`src/rtl/ssd_pkg.sv`:
```
// ----------------------------------------------------------------------------
// ssd_pkg
// Shared types, sizes and the character font for the scrolling display driver.
// ----------------------------------------------------------------------------
`default_nettype none

package ssd_pkg;

  localparam int unsigned BUFFER_DEPTH = 64;
  localparam int unsigned DIGIT_COUNT  = 4;

  localparam int unsigned ADDR_W  = $clog2(BUFFER_DEPTH);
  localparam int unsigned LEN_W   = $clog2(BUFFER_DEPTH + 1);
  localparam int unsigned OFF_W   = ADDR_W;
  localparam int unsigned DIGIT_W = 2;
  localparam int unsigned SEG_W   = 8;
  localparam int unsigned CHAR_W  = 8;
  localparam int unsigned OP_W    = 2;

  localparam logic [LEN_W-1:0]   DEPTH_L     = LEN_W'(BUFFER_DEPTH);
  localparam logic [LEN_W-1:0]   DIGITS_L    = LEN_W'(DIGIT_COUNT);
  localparam logic [DIGIT_W-1:0] LAST_DIGIT  = DIGIT_W'(DIGIT_COUNT - 1);
  localparam logic [SEG_W-1:0]   DP_ONLY     = 8'h80;
  localparam logic [SEG_W-1:0]   SEG_BLANK   = 8'h00;
  localparam logic [CHAR_W-1:0]  CHAR_END    = 8'h00;

  typedef enum logic [OP_W-1:0] {
    OP_LOAD  = 2'd0,
    OP_MUX   = 2'd1,
    OP_SHIFT = 2'd2
  } opcode_t;

  // Multiplex request handed from the control stage to the output stage.
  typedef struct packed {
    logic               vld;
    logic [DIGIT_W-1:0] digit;
    logic               blank;
  } mux_req_t;

  // A..G in bits 0..6, DP in bit 7; anything unlisted lights DP only.
  function automatic logic [SEG_W-1:0] glyph(input logic [CHAR_W-1:0] ch);
    logic [SEG_W-1:0] seg;
    unique case (ch)
      "0": seg = 8'h3F;
      "1": seg = 8'h06;
      "2": seg = 8'h5B;
      "3": seg = 8'h4F;
      "4": seg = 8'h66;
      "5": seg = 8'h6D;
      "6": seg = 8'h7D;
      "7": seg = 8'h07;
      "8": seg = 8'h7F;
      "9": seg = 8'h6F;
      "A": seg = 8'h77;
      "a": seg = 8'h5F;
      "b": seg = 8'h7C;
      "C": seg = 8'h39;
      "c": seg = 8'h58;
      "d": seg = 8'h5E;
      "E": seg = 8'h79;
      "F": seg = 8'h71;
      "G": seg = 8'h3D;
      "H": seg = 8'h76;
      "h": seg = 8'h74;
      "I": seg = 8'h30;
      "J": seg = 8'h1E;
      "K": seg = 8'h75;
      "L": seg = 8'h38;
      "M": seg = 8'h2B;
      "n": seg = 8'h54;
      "O": seg = 8'h3F;
      "o": seg = 8'h5C;
      "P": seg = 8'h73;
      "q": seg = 8'h67;
      "r": seg = 8'h50;
      "S": seg = 8'h6D;
      "t": seg = 8'h78;
      "U": seg = 8'h3E;
      "u": seg = 8'h1C;
      "V": seg = 8'h2A;
      "W": seg = 8'h7E;
      "X": seg = 8'h49;
      "y": seg = 8'h6E;
      "Z": seg = 8'h5B;
      "_": seg = 8'h08;
      default: seg = DP_ONLY;
    endcase
    return seg;
  endfunction

endpackage

`default_nettype wire

```
`src/rtl/ssd_if.sv`:
```
// ----------------------------------------------------------------------------
// ssd_if
// Valid/ready channels for requests in and digit results out.
// ----------------------------------------------------------------------------
`default_nettype none

interface ssd_in_if;
  logic                         valid;
  logic                         ready;
  logic [ssd_pkg::OP_W-1:0]     opcode;
  logic [ssd_pkg::CHAR_W-1:0]   character;

  modport source (output valid, output opcode, output character, input ready);
  modport sink   (input valid, input opcode, input character, output ready);
endinterface

interface ssd_out_if;
  logic                         valid;
  logic                         ready;
  logic [ssd_pkg::DIGIT_W-1:0]  digit_select;
  logic [ssd_pkg::SEG_W-1:0]    segments;

  modport source (output valid, output digit_select, output segments, input ready);
  modport sink   (input valid, input digit_select, input segments, output ready);
endinterface

`default_nettype wire

```
`src/rtl/ssd_ram.sv`:
```
// ----------------------------------------------------------------------------
// ssd_ram
// Generic single-write, single-read RAM with registered read data.
// ----------------------------------------------------------------------------
`default_nettype none

module ssd_ram #(
  parameter int unsigned WIDTH = 8,
  parameter int unsigned DEPTH = 64
) (
  input  wire logic                     clk,
  input  wire logic                     wr_en,
  input  wire logic [$clog2(DEPTH)-1:0] wr_addr,
  input  wire logic [WIDTH-1:0]         wr_data,
  input  wire logic                     rd_en,
  input  wire logic [$clog2(DEPTH)-1:0] rd_addr,
  output      logic [WIDTH-1:0]         rd_data
);

  logic [WIDTH-1:0] mem_r [DEPTH];
  logic [WIDTH-1:0] rd_data_r;

  always_ff @(posedge clk) begin
    if (wr_en) begin
      mem_r[wr_addr] <= wr_data;
    end
    if (rd_en) begin
      rd_data_r <= mem_r[rd_addr];
    end
  end

  assign rd_data = rd_data_r;

endmodule

`default_nettype wire

```
`src/rtl/ssd_ctrl.sv`:
```
// ----------------------------------------------------------------------------
// ssd_ctrl
// String load, scroll and digit state; drives pattern store write and read.
// ----------------------------------------------------------------------------
`default_nettype none

module ssd_ctrl (
  input  wire logic                         clk,
  input  wire logic                         rst_n,
  input  wire logic                         accept,
  input  wire logic [ssd_pkg::OP_W-1:0]     opcode,
  input  wire logic [ssd_pkg::CHAR_W-1:0]   character,
  output      logic                         wr_en,
  output      logic [ssd_pkg::ADDR_W-1:0]   wr_addr,
  output      logic [ssd_pkg::SEG_W-1:0]    wr_data,
  output      logic [ssd_pkg::ADDR_W-1:0]   rd_addr,
  output      ssd_pkg::mux_req_t            mux_req
);

  logic [ssd_pkg::LEN_W-1:0]   len_r, len_nxt;
  logic [ssd_pkg::LEN_W-1:0]   pos_r, pos_nxt;
  logic                        fin_r, fin_nxt;
  logic [ssd_pkg::OFF_W-1:0]   off_r, off_nxt;
  logic                        up_r, up_nxt;
  logic [ssd_pkg::DIGIT_W-1:0] dig_r, dig_nxt;

  logic [ssd_pkg::LEN_W-1:0]   top;
  logic [ssd_pkg::LEN_W-1:0]   off_ext;
  logic [ssd_pkg::LEN_W-1:0]   off_clamp;
  logic [ssd_pkg::LEN_W-1:0]   off_inc;
  logic [ssd_pkg::LEN_W-1:0]   rd_pos;
  logic [ssd_pkg::LEN_W-1:0]   base_pos;
  logic [ssd_pkg::DIGIT_W-1:0] dig_next;

  // largest scroll offset, zero for short text
  assign top = (len_r >= ssd_pkg::DIGITS_L) ? (len_r - ssd_pkg::DIGITS_L) : '0;

  assign off_ext   = ssd_pkg::LEN_W'(off_r);
  assign off_clamp = (off_ext > top) ? top : off_ext;
  assign off_inc   = off_ext + ssd_pkg::LEN_W'(1);
  assign dig_next  = (dig_r == ssd_pkg::LAST_DIGIT) ? '0 : dig_r + ssd_pkg::DIGIT_W'(1);
  assign rd_pos    = off_clamp + ssd_pkg::LEN_W'(dig_next);
  assign rd_addr   = rd_pos[ssd_pkg::ADDR_W-1:0];

  // a finished string restarts at position zero on the next load
  assign base_pos  = fin_r ? '0 : pos_r;
  assign wr_addr   = base_pos[ssd_pkg::ADDR_W-1:0];
  assign wr_data   = ssd_pkg::glyph(character);

  always_comb begin
    len_nxt       = len_r;
    pos_nxt       = pos_r;
    fin_nxt       = fin_r;
    off_nxt       = off_r;
    up_nxt        = up_r;
    dig_nxt       = dig_r;
    wr_en         = 1'b0;
    mux_req.vld   = 1'b0;
    mux_req.digit = dig_next;
    mux_req.blank = !(rd_pos < len_r);
    if (accept) begin
      unique case (ssd_pkg::opcode_t'(opcode))
        ssd_pkg::OP_LOAD: begin
          if (fin_r) begin
            fin_nxt = 1'b0;
            pos_nxt = '0;
            len_nxt = '0;
            off_nxt = '0;
            up_nxt  = 1'b0;
          end
          if (character == ssd_pkg::CHAR_END) begin
            fin_nxt = 1'b1;
          end else if (base_pos < ssd_pkg::DEPTH_L) begin
            wr_en   = 1'b1;
            pos_nxt = base_pos + ssd_pkg::LEN_W'(1);
            len_nxt = base_pos + ssd_pkg::LEN_W'(1);
          end
        end
        ssd_pkg::OP_MUX: begin
          mux_req.vld = 1'b1;
          dig_nxt     = dig_next;
        end
        ssd_pkg::OP_SHIFT: begin
          if (up_r) begin
            if (off_inc > top) begin
              off_nxt = top[ssd_pkg::OFF_W-1:0];
              up_nxt  = 1'b0;
            end else begin
              off_nxt = off_inc[ssd_pkg::OFF_W-1:0];
            end
          end else if (off_r == '0) begin
            up_nxt = 1'b1;
          end else begin
            off_nxt = off_r - ssd_pkg::OFF_W'(1);
          end
        end
        default: begin
        end
      endcase
    end
  end

  always_ff @(posedge clk) begin
    if (!rst_n) begin
      len_r <= '0;
      pos_r <= '0;
      fin_r <= 1'b0;
      off_r <= '0;
      up_r  <= 1'b0;
      dig_r <= '0;
    end else begin
      len_r <= len_nxt;
      pos_r <= pos_nxt;
      fin_r <= fin_nxt;
      off_r <= off_nxt;
      up_r  <= up_nxt;
      dig_r <= dig_nxt;
    end
  end

endmodule

`default_nettype wire

```
`src/rtl/ssd_out.sv`:
```
// ----------------------------------------------------------------------------
// ssd_out
// Read-align stage and output register for multiplex results.
// ----------------------------------------------------------------------------
`default_nettype none

module ssd_out (
  input  wire logic                        clk,
  input  wire logic                        rst_n,
  input  wire ssd_pkg::mux_req_t           mux_req,
  input  wire logic [ssd_pkg::SEG_W-1:0]   rd_data,
  output      logic                        stage_free,
  ssd_out_if.source                        out_if
);

  logic                        s1_vld_r;
  logic [ssd_pkg::DIGIT_W-1:0] s1_digit_r;
  logic                        s1_blank_r;
  logic                        out_vld_r;
  logic [ssd_pkg::DIGIT_W-1:0] out_digit_r;
  logic [ssd_pkg::SEG_W-1:0]   out_seg_r;
  logic                        out_free;

  assign out_free   = !out_vld_r || out_if.ready;
  // s1 holds RAM read data; no new read until it moves on
  assign stage_free = !s1_vld_r || out_free;

  always_ff @(posedge clk) begin
    if (!rst_n) begin
      s1_vld_r  <= 1'b0;
      out_vld_r <= 1'b0;
    end else begin
      if (stage_free) begin
        s1_vld_r <= mux_req.vld;
      end
      if (out_free) begin
        out_vld_r <= s1_vld_r;
      end
    end
  end

  always_ff @(posedge clk) begin
    if (stage_free && mux_req.vld) begin
      s1_digit_r <= mux_req.digit;
      s1_blank_r <= mux_req.blank;
    end
    if (out_free && s1_vld_r) begin
      out_digit_r <= s1_digit_r;
      out_seg_r   <= s1_blank_r ? ssd_pkg::SEG_BLANK : rd_data;
    end
  end

  assign out_if.valid        = out_vld_r;
  assign out_if.digit_select = out_digit_r;
  assign out_if.segments     = out_seg_r;

endmodule

`default_nettype wire

```
`src/rtl/scrolling_seven_segment_driver.sv`:
```
// ----------------------------------------------------------------------------
// scrolling_seven_segment_driver
// Four-digit scrolling seven-segment driver with a 64-entry pattern store.
// ----------------------------------------------------------------------------
// Usage:
//   in_if  : requests {opcode, character}, taken when valid and ready are high.
//            opcode 0 loads one character (zero byte ends the string),
//            1 is a multiplex tick, 2 is a scroll shift tick, 3 is ignored.
//   out_if : one result {digit_select, segments} per multiplex tick only.
//            Segments: A..G in bits 0..6, DP in bit 7, active high.
// A multiplex tick taken on in_if passes the align stage, then the output register, and then shows on out_if.
// Throughput: one request per cycle while in_if.ready is high; the single read
//   port of the pattern store has its registered read data in the align stage.
// Loads and shift ticks finish at the edge they are taken.
// Stall: a held result is kept in the output register while the next
//   request is taken; with both align and output stages full, in_if.ready
//   drops until the receiver takes a result.
// Reset: rst_n (synchronous) clears length, position, scroll offset and
//   direction, active digit and both pipeline valids. The pattern store is
//   not cleared; only positions of the current string are ever shown.
// ----------------------------------------------------------------------------
`default_nettype none

module scrolling_seven_segment_driver (
  input  wire logic   clk,
  input  wire logic   rst_n,
  ssd_in_if.sink      in_if,
  ssd_out_if.source   out_if
);

  logic                        accept;
  logic                        stage_free;
  logic                        wr_en;
  logic [ssd_pkg::ADDR_W-1:0]  wr_addr;
  logic [ssd_pkg::SEG_W-1:0]   wr_data;
  logic [ssd_pkg::ADDR_W-1:0]  rd_addr;
  logic [ssd_pkg::SEG_W-1:0]   rd_data;
  ssd_pkg::mux_req_t           mux_req;

  // every opcode waits on the align stage; keeps control simple
  assign in_if.ready = stage_free;
  assign accept      = in_if.valid && stage_free;

  ssd_ctrl u_ctrl (
    .clk       (clk),
    .rst_n     (rst_n),
    .accept    (accept),
    .opcode    (in_if.opcode),
    .character (in_if.character),
    .wr_en     (wr_en),
    .wr_addr   (wr_addr),
    .wr_data   (wr_data),
    .rd_addr   (rd_addr),
    .mux_req   (mux_req)
  );

  // pattern store: write on load, read on multiplex tick
  ssd_ram #(
    .WIDTH (ssd_pkg::SEG_W),
    .DEPTH (ssd_pkg::BUFFER_DEPTH)
  ) u_ram (
    .clk     (clk),
    .wr_en   (wr_en),
    .wr_addr (wr_addr),
    .wr_data (wr_data),
    .rd_en   (mux_req.vld),
    .rd_addr (rd_addr),
    .rd_data (rd_data)
  );

  ssd_out u_out (
    .clk        (clk),
    .rst_n      (rst_n),
    .mux_req    (mux_req),
    .rd_data    (rd_data),
    .stage_free (stage_free),
    .out_if     (out_if)
  );

endmodule

`default_nettype wire

```
`src/flat_wrapper.sv`:
```
// flat-port wrapper written by rule: the top's interface ports become plain ports
module scrolling_seven_segment_driver_flat 
  (clk, rst_n, in_if_valid, in_if_opcode, in_if_character, in_if_ready, out_if_valid, out_if_digit_select, out_if_segments, out_if_ready);
  ssd_in_if in_if_i ();
  ssd_out_if out_if_i ();
  input  wire logic clk;
  input  wire logic rst_n;
  input wire logic [$bits(in_if_i.valid)-1:0] in_if_valid;
  input wire logic [$bits(in_if_i.opcode)-1:0] in_if_opcode;
  input wire logic [$bits(in_if_i.character)-1:0] in_if_character;
  output wire logic [$bits(in_if_i.ready)-1:0] in_if_ready;
  output wire logic [$bits(out_if_i.valid)-1:0] out_if_valid;
  output wire logic [$bits(out_if_i.digit_select)-1:0] out_if_digit_select;
  output wire logic [$bits(out_if_i.segments)-1:0] out_if_segments;
  input wire logic [$bits(out_if_i.ready)-1:0] out_if_ready;
  assign in_if_i.valid = in_if_valid;
  assign in_if_i.opcode = in_if_opcode;
  assign in_if_i.character = in_if_character;
  assign in_if_ready = in_if_i.ready;
  assign out_if_valid = out_if_i.valid;
  assign out_if_digit_select = out_if_i.digit_select;
  assign out_if_segments = out_if_i.segments;
  assign out_if_i.ready = out_if_ready;
  scrolling_seven_segment_driver u_core (.clk(clk), .rst_n(rst_n), .in_if(in_if_i), .out_if(out_if_i));
endmodule
```
`config.mk`:
```
export PLATFORM = sky130hd
export DESIGN_NAME = scrolling_seven_segment_driver_flat
export DESIGN_NICKNAME = d
export VERILOG_FILES = /design/src/rtl/ssd_pkg.sv /design/src/rtl/ssd_if.sv /design/src/rtl/ssd_ram.sv /design/src/rtl/ssd_ctrl.sv /design/src/rtl/ssd_out.sv /design/src/rtl/scrolling_seven_segment_driver.sv /design/src/flat_wrapper.sv
export SDC_FILE = /design/constraint.sdc
export NUM_CORES = 1
export LEC_CHECK = 0
export ABC_AREA = 1
export BUFFER_PORTS_ARGS = -buffer_cell sky130_fd_sc_hd__clkbuf_2
export CAP_MARGIN = 20
export CORE_MARGIN = 5
export CORE_UTILIZATION = 50
export DETAILED_ROUTE_END_ITERATION = 8
export GPL_TIMING_DRIVEN = 0
export PLACE_DENSITY = 0.65
export SETUP_SLACK_MARGIN = 0.5
export SLEW_MARGIN = 15
export SYNTH_ARGS = -nofsm -noshare
export SYNTH_HDL_FRONTEND = slang
export SYNTH_SLANG_ARGS = --single-unit
export TNS_END_PERCENT = 20
```
`constraint.sdc`:
```
create_clock -name clk -period 6.8 [get_ports clk]
set_clock_uncertainty 0.1 [all_clocks]
set_input_delay 1.36 -clock clk [delete_from_list [all_inputs] [get_ports clk]]
set_output_delay 1.36 -clock clk [all_outputs]
set_load 0.02 [all_outputs]
```
Word level (Yosys, flattened, before mapping)
Memories as Yosys holds them, arrays and structs flattened. A register that Yosys moved wholly into a read port is not among the register bits.
Index checks and enable logic that the tools add are counted.
{"block": "totals", "n_memories": 2, "output_inout_bits": 12, "ramBits": 512, "inputBits": 14, "ff_bits": 39, "word_cells": 75, "mem_bits_ro": 1024}
{"block": "op_classes", "addsub": 6, "n_reduce_logical": 16, "mux": 29, "n_eq_ne": 5, "magnitude_cmp": 5}
{"memory": "(no name shown)", "depth": 128, "word_bits": 8, "read_ports": 1, "rd_ports_with_merged_regs": 0, "wr": 0, "line_no": "ssd_pkg.sv:43", "source": "unique case (ch)"}
{"memory": "u_core.u_ram.mem_r", "depth": 64, "word_bits": 8, "read_ports": 1, "rd_ports_with_merged_regs": 1, "wr": 1, "line_no": "ssd_ram.sv:20", "source": "logic [WIDTH-1:0] mem_r [DEPTH];"}
{"cell": "7-bit 2-to-1 mux", "n": 8}
{"cell": "6-bit 2-to-1 mux", "n": 4}
{"cell": "1-bit 2-to-1 mux", "n": 13}
{"cell": "6-bit one-hot mux with 2 select lines", "n": 1}
{"cell": "8-bit logical NOT", "n": 1}
{"cell": "8-bit 2-to-1 mux", "n": 1}
{"cell": "6-bit by 1-bit adder with 7-bit output, second input constant", "n": 1}
{"cell": "7-bit by 1-bit adder with 7-bit output, second input constant", "n": 1}
{"cell": "7-bit by 2-bit adder with 7-bit output", "n": 1}
{"cell": "7-bit by 3-bit >= comparator with 1-bit output, second input constant", "n": 1}
{"cell": "6-bit by 7-bit greater-than comparator with 1-bit output", "n": 1}
{"cell": "7-bit greater-than comparator", "n": 1}
{"cell": "7-bit < comparator", "n": 1}
{"cell": "7-bit < comparator, second input constant", "n": 1}
{"cell": "7-bit by 3-bit subtractor with 7-bit output, second input constant", "n": 1}
{"cell": "6-bit logical NOT", "n": 1}
{"cell": "6-bit by 1-bit subtractor with 6-bit output, second input constant", "n": 1}
{"cell": "2-bit == test, second input constant", "n": 2}
{"cell": "2-bit AND reduction", "n": 2}
{"cell": "4-bit AND reduction", "n": 1}
{"cell": "1-bit logical AND", "n": 3}
{"cell": "1-bit logical NOT", "n": 3}
{"cell": "3-bit != test, second input constant", "n": 1}
{"cell": "3-bit AND reduction", "n": 1}
{"cell": "other kinds (8)", "n": 9}

Logic depth before layout (Yosys ltp)
{"block": "depth", "depth_word": 8, "depth_mapped": 33, "mapped_depth_nobuf": 30}

By module
From an unflattened synthesis, not the netlist that was laid out.
{"block": "hier_totals", "hier_cells": 2341, "area_unflattened_um2": 25010.2}
{"mod": "ssd_ram", "cells_each": 1805, "area_each_um2": 21419.3, "instances": 1, "seq_area_each_um2": 15615.0}
{"mod": "ssd_ctrl", "cells_each": 491, "area_each_um2": 3032.9, "instances": 1, "seq_area_each_um2": 480.5}
{"mod": "ssd_out", "cells_each": 43, "area_each_um2": 550.5, "instances": 1, "seq_area_each_um2": 430.4}
{"mod": "scrolling_seven_segment_driver", "cells_each": 2, "area_each_um2": 7.5, "instances": 1, "seq_area_each_um2": 0.0}

Least setup slack after synthesis
No wires, ideal clock.
{"block": "synth_path", "path_kind": "input port to flip-flop", "start": "input in_if_character[0]", "end": "memory u_core.u_ram.mem_r[0][5] (data pin)", "stages": 7, "t_required_ns": 5.932, "slack_ns": 0.729, "arrival_ns": 5.203, "path_buffers": 0, "setup_ns": 0.768, "path_cell_list": "inv_1 -> ha_1 -> nand2_1 -> inv_1 -> o21ai_0 -> nand3_1 -> a311oi_1"}
{"block": "synth_via", "elab_chain_len": 2}
{"item": "start: declaration", "line_no": "flat_wrapper.sv:10", "source": "input wire logic [$bits(in_if_i.character)-1:0] in_if_character;"}
{"item": "memory read 128 x 8 bit"}
{"item": "8-bit 2-to-1 mux", "line_no": "ssd_pkg.sv:43"}
{"item": "named net u_core.u_ctrl.wr_data, one bit", "line_no": "ssd_ctrl.sv:15", "source": "output logic [ssd_pkg::SEG_W-1:0] wr_data,"}
{"item": "end: declaration", "line_no": "ssd_ram.sv:20"}
The timed path passes the listed nets, and every way through them passes these cells.

Worst setup path in the final report
{"block": "layout_path", "start": "register u_core.u_ctrl.len_r[3] (netlist name)", "end": "register u_core.u_ram.rd_data_r[6] (netlist: u_core.u_ram.rd_data[6]) (read register of u_core.u_ram.mem_r) (data pin)"}
{"block": "layout_via", "elab_chain_len": 5, "word_cells_on_any_way": 6, "cone_classes": "2 x add/sub; 2 x order compare; 2 x mux"}
{"item": "start: declaration", "line_no": "ssd_ctrl.sv:20", "source": "logic [ssd_pkg::LEN_W-1:0] len_r, len_nxt;"}
{"item": "start signal: assignment", "line_no": "ssd_ctrl.sv:112", "source": "len_r <= len_nxt;"}
{"item": "7-bit by 3-bit subtractor with 7-bit output or 7-bit by 3-bit >= comparator with 1-bit output (tied branches)", "line_no": "ssd_ctrl.sv:36", "source": "assign top = (len_r >= ssd_pkg::DIGITS_L) ? (len_r - ssd_pkg::DIGITS_L) : '0;"}
{"item": "7-bit 2-to-1 mux (*)", "line_no": "ssd_ctrl.sv:36"}
{"item": "6-bit by 7-bit greater-than comparator with 1-bit output", "line_no": "ssd_ctrl.sv:39", "source": "assign off_clamp = (off_ext > top) ? top : off_ext;"}
{"item": "7-bit 2-to-1 mux (*)", "line_no": "ssd_ctrl.sv:39"}
{"item": "7-bit by 2-bit adder with 7-bit output (*)", "line_no": "ssd_ctrl.sv:42", "source": "assign rd_pos = off_clamp + ssd_pkg::LEN_W'(dig_next);"}
{"item": "end: declaration", "line_no": "ssd_ram.sv:21", "source": "logic [WIDTH-1:0] rd_data_r;"}
Every way passes the cells marked *; elsewhere a longest branch is shown, timed or not.
A chain may end at the register's enable or synchronous reset.

==> impl_metrics.py <==
metrics = {
    "status": {
        "status": "finished, final reports clean",
    },
    "sta": {
        "period_share_pct": 90.4,
        "post-route-min-period_ns": 6.15,
        "fin_tns_setup_ns": 0,
        "relSlewSlack_pct": 38.0,
        "worstMarginPinSlew_ns": 0.928,
        "hold_viol": 0,
        "max_freq_ghz": 0.163,
        "rsz0062_at_grt": "true",
        "slew_viol_final": 0,
        "finalSetupViolations": 0,
        "worst_slack_ns": 0.653,
    },
    "yosys": {
        "synth.ff_latch_count": 559,
        "synth_top_area_share_pct": 65.3,
        "yosys.area.top_type": "edfxtp_1",
        "ys.flop_type": "edfxtp_1",
        "synth_area_leaders": "edfxtp_1 (65%), nand2_1 (5.6%), nor2_1 (4.4%)",
        "synth-async-reset-ratio_pct": 0,
        "synth-edff-count": 533,
        "yosysMostFrequentCell": "edfxtp_1",
        "synthCells": 2182,
        "syn_area_per_cell_um2": 11.2,
        "yosysWarnings": 0,
        "yosys-top-cells-count": "edfxtp_1 (533), nand2_1 (364), nor2_1 (289)",
        "synth-seq-area-share_pct": 67.4,
        "syn_nets": 2233,
        "ys_types": 44,
        "syn_area_um2": 24500,
    },
    "critical_path": {
        "crit_required_ns": 7.15,
        "end_kind": "flop",
        "cp-start-kind": "flop",
        "path_class": "reg -> reg",
        "path_max_fanout": 10,
        "crit_arrival_ns": 6.50,
    },
    "placed_design": {
        "placedCellCount": 2881,
        "dp_hpwl_um": 49100,
        "placed_area_um2": 25700,
        "pre_cts_slack_ns": -0.00781,
        "place_congestion": 0.974,
        "portBuffers": 24,
    },
    "worst_hold_path": {
        "hold_path.class": "reg -> reg",
    },
    "global_route": {
        "grt_pass1_vias": 17000,
        "grt_max_degree": 65,
        "overflow": 0,
        "grt_use_total_pct": 26.2,
        "antenna_found_initial": 1,
        "grt_pass1_wl_um": 106000,
    },
    "power": {
        "ir_drop_v": 0.000198,
        "total_power_mw": 8.68,
        "p_leak_nw": 9.49,
        "p_per_area_nw_per_um2": 315,
    },
    "floorplan": {
        "initial_core_util_pct": 50.3,
        "dieArea_um2": 53600,
        "core_um2": 48700,
        "core.rowCount": 81,
        "die_h_um": 231,
        "ios": 26,
        "dieWidth_um": 231,
    },
    "route": {
        "drc": 0,
        "wl_per_cell_um": 23.6,
        "drt_iter0_drc": 1971,
        "routed_wl_um": 70500,
        "dr.pass1.iters": 5,
        "ant_nets": 0,
        "vias": 17600,
        "viasPerCell": 5.90,
    },
    "finish": {
        "fin_cells": 2981,
        "num_antenna_cells": 0,
        "fillers": 4071,
        "drive_above_1_share_pct": 8.33,
        "final_area_um2": 27500,
        "syn_to_final_growth_pct": 12.2,
        "layout.nets": 2325,
    },
    "clock_tree": {
        "clock_sinks": 559,
        "clk_latency_ns": 0.60,
        "clock_path_buffers": 3,
        "numCtsBuffers": 55,
        "htreeDepth": 2,
        "cts_root_buffer": "clkbuf_16",
        "clk_pin_slew_ns": 0.06,
        "cts_tree": "yes",
    },
    "job": {
        "max-cap-violations": 0,
    },
}
[power breakdown]
group | switching (mW) | internal [mW] | total, mW
clock network | 1.28 | 1.76 | 3.04
logic | 1.28 | 0.525 | 1.81
registers | 0.00818 | 3.82 | 3.83
total | 2.57 | 6.11 | 8.68
[metal layers]
metal,wire length [um],share of wire [%],global-route usage (%)
met1,29800,42,37.0
met2,32600,46,41.9
met3,5170,7.3,3.30
met4,2850,4.0,10.1
met5,0,0,0
[sequential cells by signal, summed over array words and instances, names as in the netlist]
| name | cells |
|---|---|
| u_core.u_out.s1_digit_r | 2 |
| u_core.u_out.s1_vld_r | 1 |
| u_core.u_ctrl.fin_r | 1 |
| u_core.u_ctrl.up_r | 1 |
| u_core.u_out.out_if.valid | 1 |
| u_core.u_out.s1_blank_r | 1 |
| u_core.u_ctrl.len_r | 7 |
| u_core.u_ram.rd_data | 8 |
| u_core.u_out.out_if.digit_select | 2 |
| u_core.u_ctrl.off_r | 6 |
| u_core.u_ram.mem_r | 512 |
| u_core.u_ctrl.dig_r | 2 |
| u_core.u_out.out_if.segments | 8 |
| u_core.u_ctrl.pos_r | 7 |
[layout by cell type, fill, tap and decap left out, types with 6 or more instances in the layout]
cell       synthesis  routed
a211oi_1           7       6
a21oi_1           97      96
a32o_1            48      48
buf_1              6       7
buf_2             17      18
buf_6              4      10
bufinv_16          0       7
clkbuf_1         100     102
clkbuf_16          0      55
clkbuf_2           0      35
clkinv_1           0       9
clkinv_2           0       9
dfxtp_1           26      26
edfxtp_1         533     533
ha_1              36      36
inv_1             92      88
inv_2              7       7
nand2_1          364     363
nand2_2           10      10
nand3_1          155     155
nand3b_1          33      33
nor2_1           289     289
nor2_2             6       6
nor3_1            14      13
o211ai_1          11      11
o21ai_0          202     201
o22ai_1           81      80
[metrics by stage]
| step | util, % | hold WS (ns) |
|---|---|---|
| 2_1_floorplan | - | 0.300 |
| 3_3_place_gp | 52.3 | 0.307 |
| 3_5_place_dp | 52.8 | 0.322 |
| 4_1_cts | 56.4 | 0.332 |
| 5_1_grt | 56.5 | 0.337 |
| 6_report | 56.5 | 0.332 |
[layout make-up]
type / instances / area, um2 / share of cell area, %
repair buffers: 35 / 305 / 1.11
multi-input cells: 1392 / 7130 / 25.9
well taps: 664 / 831 / 3.02
clock buffers: 71 / 1450 / 5.26
clock inverters: 29 / 323 / 1.17
plain buffers: 132 / 581 / 2.11
flip-flops and latches: 559 / 16500 / 60.0
inverters: 99 / 382 / 1.39
[worst paths after layout]
path	start	end	slack, ns	depth (start not counted)
min reg2reg	u_core.u_out.s1_digit_r[0]	u_core.u_out.out_if.digit_select[0]	0.33	0
max reg2reg	u_core.u_ctrl.len_r[3]	u_core.u_ram.rd_data[6]	0.65	27
max	u_core.u_ctrl.len_r[3]	u_core.u_ram.rd_data[6]	0.65	27
min	u_core.u_out.s1_digit_r[0]	u_core.u_out.out_if.digit_select[0]	0.33	0
[cell families (layout without fill, tap and decap cells)]
kind of cell               after synthesis  in the layout  synth area share (%)
DFF                                    559            559                  67.4
adders and majority gates               37             37                  1.92
buffers and inverters                  231            366                  3.82
xor gates and xnor gates                 4              4                 0.143
and+or+nand+nor                        885            885                  15.4
AOI/OAI and AO/OA                      466            466                  11.4
[worst max-delay path, stage by stage, from the launching register on]
cell and delay [ns]:
dfxtp_1 0.34, inv_1 0.17, ha_1 0.18, nand3_1 0.09, nand2_2 0.15, inv_2 0.08, nor2_1 0.33, ha_1 0.33
nand4_1 0.09, nor2_1 0.09, a21oi_4 0.20, nand2_2 0.09, buf_6 0.15, o21ai_0 0.28, ha_1 0.23, inv_1 0.06
fa_1 0.51, clkbuf_2 0.34, inv_1 0.30, clkbuf_2 0.36, clkbuf_1 0.56, o21ai_0 0.19, o22ai_1 0.16, nand3b_1 0.14
nand3_1 0.15, nand3_1 0.12, nand3_1 0.08, nand2_1 0.12
[what timing repair did]
action,CTS,global route
endpoints found under the hold margin,0,0
endpoints found under the setup margin,9,9
buffers inserted,0,0
resized for setup,6,17
hold buffers,0,0
Power figures use the tool's default switching activity.
